--- config.mk ---
export PLATFORM = sky130hd
export DESIGN_NAME = ota_packet_sequencer_flat
export DESIGN_NICKNAME = d
export VERILOG_FILES = /design/src/design/ota_seq_pkg.sv /design/src/design/ota_seq_if.sv /design/src/design/ota_seq_step.sv /design/src/design/ota_packet_sequencer.sv /design/src/flat_wrapper.sv
export SDC_FILE = /design/constraint.sdc
export NUM_CORES = 1
export LEC_CHECK = 0
export BUFFER_PORTS_ARGS = -buffer_cell sky130_fd_sc_hd__buf_4
export CORE_UTILIZATION = 40
export DETAILED_ROUTE_END_ITERATION = 8
export HOLD_SLACK_MARGIN = 0.06
export MAX_ROUTING_LAYER = met4
export RECOVER_POWER = 25
export SKIP_CTS_REPAIR_TIMING = 1
export SYNTH_ARGS = -nofsm -noshare
export SYNTH_HDL_FRONTEND = slang
export SYNTH_SLANG_ARGS = --single-unit
export TNS_END_PERCENT = 100
--- constraint.sdc ---
create_clock -name clk -period 11.9 [get_ports clk]
set_clock_uncertainty 0.1 [all_clocks]
set_input_delay 2.38 -clock clk [delete_from_list [all_inputs] [get_ports clk]]
set_output_delay 2.38 -clock clk [all_outputs]
set_load 0.05 [all_outputs]
--- src/design/ota_seq_pkg.sv ---
// Shared types and constants for the OTA packet sequencer.
// No dependencies; every other design file refers to this package by scoped names.
package ota_seq_pkg;

  localparam int unsigned ADDR_W        = 32;
  localparam int unsigned LEN_W         = 16;
  localparam int unsigned HEADER_BYTES  = 4;
  localparam int unsigned PAYLOAD_ALIGN = 32;  // power of two

  typedef enum logic [1:0] {
    OP_HEADER     = 2'd0,
    OP_WRITE_DONE = 2'd1,
    OP_REINIT     = 2'd2
  } opcode_t;

  typedef enum logic [2:0] {
    ST_IDLE           = 3'd0,
    ST_RUNNING        = 3'd1,
    ST_DONE           = 3'd2,
    ST_LAST_DONE      = 3'd3,
    ST_CHECK_ERR      = 3'd4,
    ST_LAST_CHECK_ERR = 3'd5,
    ST_FAIL           = 3'd6,
    ST_LAST_FAIL      = 3'd7
  } status_t;

  typedef enum logic [1:0] {
    ACT_NONE    = 2'd0,
    ACT_COMMIT  = 2'd1,
    ACT_RESTORE = 2'd2
  } action_t;

  typedef enum logic [1:0] {
    REG_SLOT_A  = 2'd0,
    REG_SLOT_B  = 2'd1,
    REG_RUNNING = 2'd2
  } reg_index_t;

  typedef struct packed {
    logic [1:0]       opcode;
    logic [LEN_W-1:0] packet_length;
    logic [LEN_W-1:0] packet_index;
    logic [LEN_W-1:0] packet_total;
    logic             write_ok;
  } item_t;

  typedef struct packed {
    logic [2:0]        status;
    logic              write_request;
    logic [ADDR_W-1:0] write_address;
    logic [LEN_W-1:0]  write_length;
    logic [1:0]        image_action;
    logic [ADDR_W-1:0] image_address;
  } result_t;

  typedef struct packed {
    logic [ADDR_W-1:0] slot_a;
    logic [ADDR_W-1:0] slot_b;
    logic [ADDR_W-1:0] running;
  } cfg_t;

  typedef struct packed {
    status_t           status;
    logic              awaiting;
    logic              pending_last;
    logic [LEN_W-1:0]  pending_length;
    logic [LEN_W-1:0]  done_count;
    logic [LEN_W-1:0]  expected_total;
    logic [ADDR_W-1:0] next_address;
    logic              image_changed;
  } sess_t;

endpackage

--- src/design/ota_seq_if.sv ---
// Valid/ready channel interfaces for packet items and result items.
// Depends on ota_seq_pkg for the payload types.
interface ota_seq_in_if;
  logic               valid;
  logic               ready;
  ota_seq_pkg::item_t data;

  modport source(output valid, output data, input ready);
  modport sink(input valid, input data, output ready);
endinterface

interface ota_seq_out_if;
  logic                 valid;
  logic                 ready;
  ota_seq_pkg::result_t data;

  modport source(output valid, output data, input ready);
  modport sink(input valid, input data, output ready);
endinterface

--- src/design/ota_seq_step.sv ---
// Per-item session logic: next session state and optional result for one item.
// Purely combinational; depends on ota_seq_pkg.
module ota_seq_step (
  input  ota_seq_pkg::item_t   item,
  input  ota_seq_pkg::sess_t   cur,
  input  ota_seq_pkg::cfg_t    cfg,
  output ota_seq_pkg::sess_t   nxt,
  output ota_seq_pkg::result_t res,
  output logic                 has_result
);

  localparam logic [ota_seq_pkg::LEN_W-1:0] HDR =
    ota_seq_pkg::LEN_W'(ota_seq_pkg::HEADER_BYTES);
  localparam logic [ota_seq_pkg::LEN_W-1:0] ALIGN_MASK =
    ota_seq_pkg::LEN_W'(ota_seq_pkg::PAYLOAD_ALIGN - 1);

  logic [ota_seq_pkg::ADDR_W-1:0] target;
  logic [ota_seq_pkg::LEN_W-1:0]  payload;
  logic [ota_seq_pkg::LEN_W:0]    cnt_inc;
  logic                           start;
  logic                           last_cont;
  logic                           last;
  logic                           check_fail;
  logic                           hdr_take;

  assign target     = (cfg.running == cfg.slot_a) ? cfg.slot_b : cfg.slot_a;
  assign payload    = item.packet_length - HDR;
  assign cnt_inc    = {1'b0, cur.done_count} + 1'b1;
  assign start      = (cur.status == ota_seq_pkg::ST_IDLE) ||
                      (cur.status == ota_seq_pkg::ST_LAST_DONE);
  assign last_cont  = ({1'b0, cur.expected_total} == cnt_inc);
  assign last       = start ? (item.packet_total == ota_seq_pkg::LEN_W'(1)) : last_cont;
  assign check_fail = !start && ((item.packet_total != cur.expected_total) ||
                                 ({1'b0, item.packet_index} != cnt_inc) ||
                                 ((payload & ALIGN_MASK) != '0));
  assign hdr_take   = !cur.awaiting && (item.packet_length > HDR);

  always_comb begin
    nxt        = cur;
    res        = '0;
    has_result = 1'b0;
    case (item.opcode)
      ota_seq_pkg::OP_HEADER: begin
        if (hdr_take) begin
          has_result = 1'b1;
          if (check_fail) begin
            nxt.status = last_cont ? ota_seq_pkg::ST_LAST_CHECK_ERR
                                   : ota_seq_pkg::ST_CHECK_ERR;
            res.status = nxt.status;
            if (cur.image_changed) begin
              nxt.image_changed = 1'b0;
              res.image_action  = ota_seq_pkg::ACT_RESTORE;
              res.image_address = cfg.running;
            end
          end else begin
            if (start) begin
              nxt.expected_total = item.packet_total;
              nxt.done_count     = '0;
              nxt.next_address   = target;
            end
            nxt.status         = ota_seq_pkg::ST_RUNNING;
            nxt.awaiting       = 1'b1;
            nxt.pending_last   = last;
            nxt.pending_length = payload;
            res.status         = ota_seq_pkg::ST_RUNNING;
            res.write_request  = 1'b1;
            res.write_address  = start ? target : cur.next_address;
            res.write_length   = payload;
          end
        end
      end
      ota_seq_pkg::OP_WRITE_DONE: begin
        if (cur.awaiting) begin
          has_result   = 1'b1;
          nxt.awaiting = 1'b0;
          if (!item.write_ok) begin
            nxt.status = cur.pending_last ? ota_seq_pkg::ST_LAST_FAIL
                                          : ota_seq_pkg::ST_FAIL;
            res.status = nxt.status;
            if (cur.image_changed) begin
              nxt.image_changed = 1'b0;
              res.image_action  = ota_seq_pkg::ACT_RESTORE;
              res.image_address = cfg.running;
            end
          end else if (cur.pending_last) begin
            nxt.status         = ota_seq_pkg::ST_LAST_DONE;
            nxt.image_changed  = cur.image_changed || (target != cfg.running);
            nxt.next_address   = target;
            nxt.done_count     = '0;
            nxt.expected_total = '0;
            res.status         = ota_seq_pkg::ST_LAST_DONE;
            res.image_action   = ota_seq_pkg::ACT_COMMIT;
            res.image_address  = target;
          end else begin
            nxt.status       = ota_seq_pkg::ST_DONE;
            nxt.next_address = cur.next_address +
                               ota_seq_pkg::ADDR_W'(cur.pending_length);
            nxt.done_count   = cnt_inc[ota_seq_pkg::LEN_W-1:0];
            res.status       = ota_seq_pkg::ST_DONE;
          end
        end
      end
      ota_seq_pkg::OP_REINIT: begin
        nxt.status         = ota_seq_pkg::ST_IDLE;
        nxt.awaiting       = 1'b0;
        nxt.pending_last   = 1'b0;
        nxt.pending_length = '0;
        nxt.done_count     = '0;
        nxt.expected_total = '0;
        nxt.next_address   = target;
      end
      default: begin
      end
    endcase
  end

endmodule

--- src/design/ota_packet_sequencer.sv ---
// Top level of the OTA packet sequencer: input register, session state, result register.
// Depends on ota_seq_pkg, ota_seq_in_if/ota_seq_out_if and ota_seq_step.
//
//   channel   dir  handshake          payload
//   in_if     in   valid/ready        ota_seq_pkg::item_t
//   out_if    out  valid/ready        ota_seq_pkg::result_t
//   cfg_*     in   cfg_we, no ready   cfg_index, cfg_wdata
//
// One item per cycle while the input stage does not stall. An item is registered on
// transfer and resolved against the session registers; its result is then registered.
// Synchronous active-low reset clears valid flags, config and session state but not
// item or result data. The input stage keeps taking items while a result waits on
// out_if; it stalls only when it holds a result-producing item that cannot move.
module ota_packet_sequencer (
  input  logic                           clk,
  input  logic                           rst_n,
  ota_seq_in_if.sink                     in_if,
  ota_seq_out_if.source                  out_if,
  input  logic                           cfg_we,
  input  logic [1:0]                     cfg_index,
  input  logic [ota_seq_pkg::ADDR_W-1:0] cfg_wdata
);

  ota_seq_pkg::cfg_t    cfg_r;
  ota_seq_pkg::sess_t   sess_r;
  ota_seq_pkg::sess_t   sess_nxt;
  ota_seq_pkg::item_t   item_r;
  logic                 item_valid_r;
  ota_seq_pkg::result_t out_data_r;
  logic                 out_valid_r;
  ota_seq_pkg::result_t step_res;
  logic                 step_has;
  logic                 item_fire;

  ota_seq_step u_step (
    .item       (item_r),
    .cur        (sess_r),
    .cfg        (cfg_r),
    .nxt        (sess_nxt),
    .res        (step_res),
    .has_result (step_has)
  );

  assign item_fire    = item_valid_r && (!step_has || !out_valid_r || out_if.ready);
  assign in_if.ready  = !item_valid_r || item_fire;
  assign out_if.valid = out_valid_r;
  assign out_if.data  = out_data_r;

  always_ff @(posedge clk) begin
    if (!rst_n) begin
      cfg_r <= '0;
    end else if (cfg_we) begin
      case (cfg_index)
        ota_seq_pkg::REG_SLOT_A:  cfg_r.slot_a  <= cfg_wdata;
        ota_seq_pkg::REG_SLOT_B:  cfg_r.slot_b  <= cfg_wdata;
        ota_seq_pkg::REG_RUNNING: cfg_r.running <= cfg_wdata;
        default: begin
        end
      endcase
    end
  end

  always_ff @(posedge clk) begin
    if (!rst_n) begin
      item_valid_r <= 1'b0;
    end else if (in_if.ready) begin
      item_valid_r <= in_if.valid;
    end
  end

  always_ff @(posedge clk) begin
    if (in_if.ready && in_if.valid) begin
      item_r <= in_if.data;
    end
  end

  // next_address after reset is the target base of all-zero registers, i.e. zero
  always_ff @(posedge clk) begin
    if (!rst_n) begin
      sess_r <= '0;
    end else if (item_fire) begin
      sess_r <= sess_nxt;
    end
  end

  always_ff @(posedge clk) begin
    if (!rst_n) begin
      out_valid_r <= 1'b0;
    end else if (item_fire && step_has) begin
      out_valid_r <= 1'b1;
    end else if (out_if.ready) begin
      out_valid_r <= 1'b0;
    end
  end

  always_ff @(posedge clk) begin
    if (item_fire && step_has) begin
      out_data_r <= step_res;
    end
  end

  a_await_running: assert property (@(posedge clk) disable iff (!rst_n)
    sess_r.awaiting |-> (sess_r.status == ota_seq_pkg::ST_RUNNING))
    else $error("write pending outside running status");

  a_req_running: assert property (@(posedge clk) disable iff (!rst_n)
    (out_valid_r && out_data_r.write_request) |->
      (out_data_r.status == ota_seq_pkg::ST_RUNNING))
    else $error("write request without running status");

  a_commit_last: assert property (@(posedge clk) disable iff (!rst_n)
    (out_valid_r && (out_data_r.image_action == ota_seq_pkg::ACT_COMMIT)) |->
      (out_data_r.status == ota_seq_pkg::ST_LAST_DONE))
    else $error("image commit outside last done");

  a_no_overwrite: assert property (@(posedge clk) disable iff (!rst_n)
    (item_fire && step_has) |-> (!out_valid_r || out_if.ready))
    else $error("result register overwritten while held");

endmodule
--- src/flat_wrapper.sv ---
// flat-port wrapper written by rule: the top's interface ports become plain ports
module ota_packet_sequencer_flat 
  (clk, rst_n, cfg_we, cfg_index, cfg_wdata, in_if_valid, in_if_data, in_if_ready, out_if_valid, out_if_data, out_if_ready);
  ota_seq_in_if in_if_i ();
  ota_seq_out_if out_if_i ();
  input  logic clk;
  input  logic rst_n;
  input  logic cfg_we;
  input  logic [1:0] cfg_index;
  input  logic [ota_seq_pkg::ADDR_W-1:0] cfg_wdata;
  input wire logic [$bits(in_if_i.valid)-1:0] in_if_valid;
  input wire logic [$bits(in_if_i.data)-1:0] in_if_data;
  output wire logic [$bits(in_if_i.ready)-1:0] in_if_ready;
  output wire logic [$bits(out_if_i.valid)-1:0] out_if_valid;
  output wire logic [$bits(out_if_i.data)-1:0] out_if_data;
  input wire logic [$bits(out_if_i.ready)-1:0] out_if_ready;
  assign in_if_i.valid = in_if_valid;
  assign in_if_i.data = in_if_data;
  assign in_if_ready = in_if_i.ready;
  assign out_if_valid = out_if_i.valid;
  assign out_if_data = out_if_i.data;
  assign out_if_i.ready = out_if_ready;
  ota_packet_sequencer u_core (.clk(clk), .rst_n(rst_n), .in_if(in_if_i), .out_if(out_if_i), .cfg_we(cfg_we), .cfg_index(cfg_index), .cfg_wdata(cfg_wdata));
endmodule
==> flow_summary.toml, run 1 <==
[synth]
yosysSeqAreaShare = 0.482
synth_mux_area_frac = 0.0255
yosys.area_share.simple = 0.179
synth_top_area_share = 0.254
netlist_instances = 1702
synth_ff_type = "dfxtp_1"
synth-adder-area-share = 0.0190
synthTopCellsByArea = "edfxtp_1, dfxtp_1, nand2_1, a21oi_1, xnor2_1"
synth-seq-cells = 321
synthXorXnorAreaFrac = 0.0751
syn_nets = 1816
yosysUniqueCellTypes = 83
synth_top_family_by_area = "compound AO/OA/AOI/OAI gates"
async_reset_ff_frac = 0
synth_compound_area_frac = 0.179
synth_edf_count = 137
synth_area_per_cell_um2 = 9.51
ys.warnings.count = 0
syn-cell-area_mm2 = 0.0162
synth_top_cell_by_area = "edfxtp_1"

[worst_setup_path]
r2r-start = "u_core.item_r[35]"
worstPathRequired_ps = 12240
rrSetupSlack_ps = 6520
worst-setup-path-type = "input pin to flip-flop"
r2r_cells = 9
reg2reg_to = "u_core.out_if.data[68]"
crit_arrival_ps = 7450
cp-end-kind = "flip-flop"
crit_fanout = 63
critPathLaunchType = "input pin"

[flow_run]
drv_cap = 4

[power_and_ir_drop]
p_comb_frac = 0.103
power.density_mw_per_mm2 = 139
seqPwrFrac = 0.463
vdd_ir_drop_max_v = 0.0000926
internal-power_mw = 1.95
pwr-share-clk = 0.434
p_sw_frac = 0.258
leakagePower_nw = 6.83
p_switching_uw = 678

[floorplanning]
pin_count = 178
die_w_um = 203
dieArea_mm2 = 0.0413
start_util = 0.406
rows = 73
core-area_mm2 = 0.0398
die_y_um = 203

[worst_hold_path]
min_path_type = "flip-flop to flip-flop"
whs_endpoint = "u_core.cfg_r[41]"
min_from = "u_core.cfg_r[41]"
hold_depth = 2

[detailed_routing]
via_per_inst = 5.62
drc_errors = 0
firstDrtPassIters = 6
wire_per_inst_um = 21.2
routed_wl_mm = 50.5
via_count = 13381
postRouteAntennaNets = 0
drt_iter0_markers = 1083

[clocking]
root_buffer = "clkbuf_16"
clk_latency_ps = 560
clockBufferDepth = 3
cts.reportedPaths.clkPinSlew_ps = 60
htreeDepth = 2
cts_tree = "yes"
clock-sinks = 321
cts_made_buffers = 37

[final_layout]
area_delta_synth_final_pct = 16.7
fin_cells = 2381
diodes = 0
finalNetCount = 1942
drive_above_1_share = 0.151
fin_util = 0.474

[grt]
grt_pass1_wl_mm = 76.4
antenna_found_initial = 0
grt_util_all_layers = 0.249
grt_pass1_vias = 12545
grt_max_degree = 100
grt_overflow_total = 0

[placement]
hpwl_mm = 35.2
gp_congestion = 0.943
placed_cells = 2314
port_buffers = 177

[outcome]
status = "finished, violations left"
violations = "capacitance limit, slew limit"

[timing]
hold_slack_ps = 357
worstMarginPinSlew_ps = 2590
setup_violations = 0
relSlewSlack = -0.735
tns_ps = 0
period_share = 0.597
finalHoldViolations = 0
slew_violations = 152
min_period_ps = 7110
rsz0062_at_grt = "no"
max_freq_mhz = 141
metrics by stage:
step / setup slack [ps] / power (mW) / instance area [µm²]
floorplan: 5220 / 1.41 / 16200
global placement: 6040 / 1.51 / 17900
detailed placement: 5990 / 1.51 / 17900
CTS: 5980 / 2.66 / 19100
global route: 4570 / 2.72 / 18900
finish: 4790 / 2.63 / 18900
worst max-delay path by stage:
stage	cells after the start	end	start	slack [ps]
3_3_place_gp	4	in_if_ready	out_if_ready	6040
6_report	5	u_core.sess_r[21]	rst_n	4790
3_5_place_dp	4	in_if_ready	out_if_ready	5990
5_1_grt	5	u_core.sess_r[21]	rst_n	4570
4_1_cts	4	in_if_ready	out_if_ready	5980
2_1_floorplan	2	u_core.out_if.data[0]	out_if_ready	5220
sequential cells by signal, summed over array words and instances (netlist names):
| register | count |
|---|---|
| u_core.out_if.data | 86 |
| u_core.cfg_r | 96 |
| u_core.sess_r | 86 |
| u_core.item_r | 51 |
| u_core.item_valid_r | 1 |
| u_core.out_if.valid | 1 |
worst max-delay path, cell delays in order:
cell        delay, ps
clkbuf_1          960
clkinvlp_2       2510
or3_1            1160
or2_2             330
o311ai_0           80
placed cells by master, fill, tap and decap left out, types with 7 or more instances in the layout:
cell       Yosys  routed
nor2_1       116     115
inv_1         45      45
clkbuf_4       0      50
clkbuf_1      78      49
xnor2_1       89      89
o21a_1        12      12
nand3b_1       8       8
or3_1         26      26
o22ai_1       12      12
nand4_1       24      24
clkbuf_16      0      38
buf_4          7      99
o2bb2ai_1     36      36
a211oi_2      32      33
nor2b_1       10      10
mux2i_1       39      39
nand2_1      277     276
o211ai_1       8       8
dfxtp_1      184     184
a31oi_1        7       7
edfxtp_1     137     137
ha_1          23      23
a21oi_1      177     177
o311ai_0       7       7
nor4_1        20      19
xor2_1        37      37
nor2_2         9       9
o21ai_0       48      48
nand3_1       37      37
nor3_1        25      24
a41oi_1        8       8
metal layers:
layer | wire, µm | global-route usage | share of wire | vias to the layer above
met5 | 0 | - | 0 | -
met4 | 2130 | 0.110 | 0.042 | 0
met3 | 2700 | 0.0307 | 0.053 | 87
met2 | 22400 | 0.369 | 0.44 | 446
met1 | 23200 | 0.342 | 0.46 | 6467
li1 | - | - | - | 6381
cells by family after synthesis:
group                    count (synthesis)
XOR/XNOR                               131
adder cells (fa/ha/maj)                 24
multiplexers                            41
AO/OA/AOI/OAI                          423
buffers and inverters                  151
flip-flops                             321
AND/OR/NAND/NOR                        611
power by group through the flow:
stage / sequential, mW / clock, mW / combinational [mW]
finish: 1.22 / 1.14 / 0.272
global route: 1.22 / 1.21 / 0.294
CTS: 1.22 / 1.16 / 0.276
detailed placement: 1.24 / 0 / 0.274
global placement: 1.24 / 0 / 0.271
floorplan: 1.25 / 0 / 0.162
synth_stat cells, types with 7 or more instances:
| cell | n |
|---|---|
| nor2_2 | 9 |
| xnor2_1 | 89 |
| dfxtp_1 | 184 |
| o211ai_1 | 8 |
| buf_2 | 14 |
| edfxtp_1 | 137 |
| nand3_1 | 37 |
| nor2_1 | 116 |
| or3_1 | 26 |
| a41oi_1 | 8 |
| nor4_1 | 20 |
| xor2_1 | 37 |
| o21ai_0 | 48 |
| inv_1 | 45 |
| nand2_1 | 277 |
| nand3b_1 | 8 |
| a31oi_1 | 7 |
| clkbuf_1 | 78 |
| o311ai_0 | 7 |
| buf_4 | 7 |
| nand4_1 | 24 |
| mux2i_1 | 39 |
| o2bb2ai_1 | 36 |
| o22ai_1 | 12 |
| nor3_1 | 25 |
| a211oi_2 | 32 |
| o21a_1 | 12 |
| nor2b_1 | 10 |
| ha_1 | 23 |
| a21oi_1 | 177 |
final cells by class:
class | count | area [µm²]
tap | 525 | 657
inverter | 46 | 174
sequential | 321 | 7800
multi-input combinational | 1230 | 7770
fill | 3846 | 20900
clock inverter | 19 | 179
clock buffer | 48 | 1030
timing repair buffer | 192 | 1280
Power figures use the tool's default switching activity.
==> run 2, diff against run 1 <==
clock period = 6.5 ns   (was 11.9 ns; I/O delays follow)
==> run 2 against run 1 <==
Against the previous run:
- the flow now finishes without violations
- combinational power up 84%
- clock-buffer cell count up 9
- register-to-register slack worse by 4400 ps
- routed wire length rose by 1.4%
- power is 83% higher
==> flow_summary.toml, run 2 (synthesized netlist as in run 1, its figures left out) <==
[outcome]
status = "finished, final reports clean"

[power_and_ir_drop]
p_comb_frac = 0.104
p_sw_frac = 0.255
pwr-share-clk = 0.434
seqPwrFrac = 0.462
vdd_ir_drop_max_v = 0.000176
p_switching_mw = 1.23
power.density_mw_per_mm2 = 254
internal-power_mw = 3.59
leakagePower_nw = 6.89

[clocking]
root_buffer = "clkbuf_16"
clock-sinks = 321
cts_made_buffers = 37
clockBufferDepth = 3
htreeDepth = 2
cts.reportedPaths.clkPinSlew_ps = 60
clk_latency_ps = 550
cts_tree = "yes"

[timing]
finalHoldViolations = 0
max_freq_mhz = 226
slew_violations = 0
worstMarginPinSlew_ps = 1410
rsz0062_at_grt = "no"
tns_ps = 0
setup_violations = 0
relSlewSlack = 0.0609
period_share = 0.681
min_period_ps = 4430

[detailed_routing]
postRouteAntennaNets = 0
firstDrtPassIters = 6
via_per_inst = 5.67
routed_wl_mm = 51.2
via_count = 13549
drt_iter0_markers = 1142
drc_errors = 0
wire_per_inst_um = 21.4

[worst_hold_path]
hold_depth = 2
whs_endpoint = "u_core.cfg_r[41]"
min_path_type = "flip-flop to flip-flop"
min_from = "u_core.cfg_r[41]"

[final_layout]
area_delta_synth_final_pct = 17.3
layout_common_cells = "nand2_1, dfxtp_1, a21oi_1, edfxtp_1, nor2_1"
diodes = 0
top_register = "u_core.cfg_r"
finalNetCount = 1950
layout_commonest_cell = "nand2_1"
fin_util = 0.477
largest_reg_flops = 96
drive_above_1_share = 0.153

[worst_setup_path]
crit_path_start = "u_core.sess_r[49]"
reg2reg_to = "u_core.out_if.data[74]"
r2r-start = "u_core.sess_r[49]"
rrSetupSlack_ps = 2070
crit_fanout = 49
cp-end-kind = "flip-flop"
critPathLaunchType = "flip-flop"
worst-setup-path-type = "flip-flop to flip-flop"
crit_arrival_ps = 4670
worstPathRequired_ps = 6750
r2r_cells = 8

[grt]
grt_max_degree = 89
grt_overflow_total = 0
grt_util_all_layers = 0.255
grt_pass1_wl_mm = 78.2
grt_pass1_vias = 12882
antenna_found_initial = 0

[floorplanning]
dieArea_mm2 = 0.0413
core-area_mm2 = 0.0398
die_y_um = 203
die_w_um = 203
pin_count = 178
rows = 73
start_util = 0.406

[flow_run]
drv_cap = 0

[placement]
port_buffers = 177
hpwl_mm = 36.4
gp_congestion = 0.948
run 2: area by class of cell:
cell class / count / area, µm²
multi-input combinational: 1230 / 7800
fill: 3837 / 20800
clock buffer: 57 / 1070
tap: 525 / 657
timing repair buffer: 200 / 1340
clock inverter: 10 / 135
sequential: 321 / 7800
inverter: 46 / 175
run 2: power by group through the flow:
stage	Combinational [mW]	Sequential [mW]	Clock [mW]
global route	0.541	2.24	2.21
detailed placement	0.503	2.27	0
floorplan	0.296	2.29	0
finish	0.500	2.23	2.10
global placement	0.500	2.27	0
CTS	0.506	2.23	2.14
run 2: worst max path at each step:
| stage | to | depth (start not counted) | slack [ps] |
|---|---|---|---|
| final | u_core.out_if.data[74] | 8 | 2070 |
| after global routing | u_core.out_if.data[65] | 9 | 1810 |
| after CTS | u_core.out_if.data[74] | 10 | 2090 |
| after floorplan | u_core.out_if.data[0] | 8 | 560 |
| after global placement | u_core.out_if.data[58] | 10 | 2230 |
| after detailed placement | u_core.out_if.data[74] | 10 | 2130 |
run 2: worst max-delay path: stages, from the launching register on:
cell and delay (ps):
dfxtp_1 470, ha_1 280, nand3_1 460, nor4_2 640
o311ai_0 260, or4_4 580, o22ai_4 220, nand3_4 690
a211oi_2 460
run 2: stage by stage:
step	std cells	hold slack (ps)	area (µm²)	total power, mW	setup slack [ps]
2_1_floorplan	1702	336	16200	2.58	562
3_3_place_gp	2322	342	17900	2.77	2230
3_5_place_dp	2322	346	17900	2.78	2130
4_1_cts	2389	354	19100	4.88	2090
5_1_grt	2389	390	19000	4.99	1810
6_report	2389	355	19000	4.83	2070
run 2: layer usage:
layer / part of all wire / vias up / GRT usage
met3: 0.056 / 83 / 0.0352
li1: - / 6406 / -
met4: 0.036 / 0 / 0.0924
met2: 0.45 / 460 / 0.390
met1: 0.45 / 6600 / 0.345
met5: 0 / - / -
==> run 3, diff against run 2 <==
ABC_AREA = 1   (was unset)
clock period = 3.7 ns   (was 6.5 ns; I/O delays follow)
==> run 3 against run 2 <==
Against the previous run:
- the flow now finishes with violations (capacitance limit, slew limit)
- clock-buffer cell count fell by 10
- global-route usage rose by 0.054 points
- critical path depth did not move
- area after synthesis rose by 1.8%
- via count rose by 12%
- non-clock buffer count rose by 3
- first-iteration DRC count rose by 1.2%
- final cell count rose by 19%
- power rose by 92%
- sequential power rose by 78%
- flip-flop and latch count did not move
- die area rose by 1.8%
- critical endpoint is now in_if_ready
- largest cell class is now registers
==> flow_summary.toml, run 3 <==
[outcome]
status = "finished, violations left"
violations = "capacitance limit, slew limit"

[synth]
synth_ff_type = "dfxtp_1"
synth_compound_area_frac = 0.154
synthXorXnorAreaFrac = 0.0405
synth-adder-area-share = 0.0187
synth_mux_area_frac = 0
ys.warnings.count = 0
yosysSeqAreaShare = 0.473
yosys-top-cells-count = "nand2_1, nor2_1, o21ai_0, inv_1, dfxtp_1"
synth_area_per_cell_um2 = 7.74
synth_edf_count = 137
syn_nets = 2245
synth_most_common_cell = "nand2_1"
synth_top_family_by_area = "simple AND/OR/NAND/NOR gates"
netlist_instances = 2131
async_reset_ff_frac = 0
synthTopCellsByArea = "edfxtp_1, dfxtp_1, nand2_1, o21ai_0, nor2_1"
synth-seq-cells = 321
yosys.area_share.simple = 0.244
synth_top_area_share = 0.250
syn-cell-area_mm2 = 0.0165
synth_top_cell_by_area = "edfxtp_1"
yosysUniqueCellTypes = 50

[detailed_routing]
postRouteAntennaNets = 0
firstDrtPassIters = 7
routed_wl_mm = 51.9
via_per_inst = 5.33
drc_errors = 0
wire_per_inst_um = 18.3
via_count = 15140
drt_iter0_markers = 1156

[timing]
finalHoldViolations = 0
min_period_ps = 3440
setup_violations = 0
relSlewSlack = -0.182
max_freq_mhz = 291
worstMarginPinSlew_ps = 1770
period_share = 0.930
slew_violations = 94
rsz0062_at_grt = "no"
tns_ps = 0

[clocking]
clk_latency_ps = 560
cts.reportedPaths.clkPinSlew_ps = 60
htreeDepth = 2
clockBufferDepth = 3
cts_tree = "yes"
clock-sinks = 321
cts_made_buffers = 37
root_buffer = "clkbuf_16"

[grt]
grt_util_all_layers = 0.255
grt_max_degree = 94
antenna_found_initial = 1
grt_overflow_total = 0
grt_pass1_vias = 14271
grt_pass1_wl_mm = 80.2

[placement]
port_buffers = 177
hpwl_mm = 37.7
gp_congestion = 0.904

[final_layout]
finalNetCount = 2393
seqCellArea_mm2 = 0.00780
layout_commonest_cell = "nand2_1"
multi_input_area_mm2 = 0.00755
fin_util = 0.479
layout_common_cells = "nand2_1, nor2_1, o21ai_0, inv_1, dfxtp_1"
top_register = "u_core.cfg_r"
diodes = 0
drive_above_1_share = 0.102
area_delta_synth_final_pct = 18.3
fillers = 4075
largest_reg_flops = 96

[worst_setup_path]
worst-setup-path-type = "flip-flop to primary output"
critical_path_buf_inv_count = 1
cp-end-kind = "primary output"
critPathLaunchType = "flip-flop"
critical_path.cell_chain = "ha_1 > nand3_1 > a21oi_1 > a21oi_1 > nand2_1 > nand2_1 > nand3_1 > buf_4"
worstPathRequired_ps = 2860
critPathTopFamily = "simple AND/OR/NAND/NOR gates"
crit_fanout = 4
slowest_delay_ps = 420
slowest_stage = "a21oi_1"
crit_arrival_ps = 2600

[floorplanning]
core-area_mm2 = 0.0407
dieArea_mm2 = 0.0420
start_util = 0.405
pin_count = 178
die_w_um = 205
die_y_um = 205
rows = 74

[flow_run]
drv_cap = 1

[power_and_ir_drop]
leakagePower_nw = 7.88
vdd_ir_drop_max_v = 0.000315
power.density_mw_per_mm2 = 474

[worst_hold_path]
min_path_type = "input pin to flip-flop"
## run 3: final timing paths
| path | to | depth (start not counted) | slack [ps] | from |
|---|---|---|---|---|
| setup / recovery | in_if_ready | 8 | 260 | u_core.item_r[35] |
| hold / removal | u_core.item_r[21] | 1 | 280 | in_if_data[21] |
| setup reg to reg | u_core.out_if.data[27] | 13 | 450 | u_core.sess_r[49] |
| hold reg to reg | u_core.cfg_r[42] | 2 | 360 | u_core.cfg_r[42] |
## run 3: area by class of cell
class,count,area share
tap,532,0.0341
clock inverter,21,0.0174
clock buffer,47,0.0541
inverter,201,0.0387
timing repair buffer,203,0.0686
multi-input combinational,1515,0.387
sequential,321,0.400
## run 3: stage by stage
step	std cells	hold WS (ps)	power (mW)	area (µm²)	setup WS (ps)
floorplan	2131	330	4.73	16500	91.5
global placement	2772	342	5.12	18400	565
detailed placement	2772	354	5.14	18400	464
CTS	2840	227	9.33	19800	225
global route	2840	256	9.59	19500	121
finish	2840	281	9.24	19500	259
## run 3: power breakdown
group | internal [mW] | total [mW] | switching, mW | leakage, nW
logic | 0.356 | 1.09 | 0.730 | 4.31
registers | 3.84 | 3.97 | 0.134 | 2.89
clock network | 2.65 | 4.18 | 1.53 | 0.679
## run 3: cell families after synthesis
group,Yosys count
AO/OA/AOI/OAI,468
flip-flops,321
AND/OR/NAND/NOR,950
adder cells (fa/ha/maj),24
buffers and inverters,295
XOR/XNOR,73
## run 3: routing by layer
metal,global-route usage,vias to the layer above,routed length [µm]
met5,-,-,0
met4,0.0942,0,1700
met2,0.411,502,24500
met3,0.0399,100,3270
met1,0.324,7071,22500
li1,-,7467,-
## run 3: worst register-to-register path, stage by stage, from the launching register on
cell     delay [ps]
dfxtp_1         440
ha_1            260
nand3_2         120
nor2_4          200
nand3_1         120
xor2_1          310
xor2_1          170
nand2_1          60
nor2_1          110
nand3_2         140
nand3_1         300
nand2_1         340
nand3_1         150
o21ai_0         120
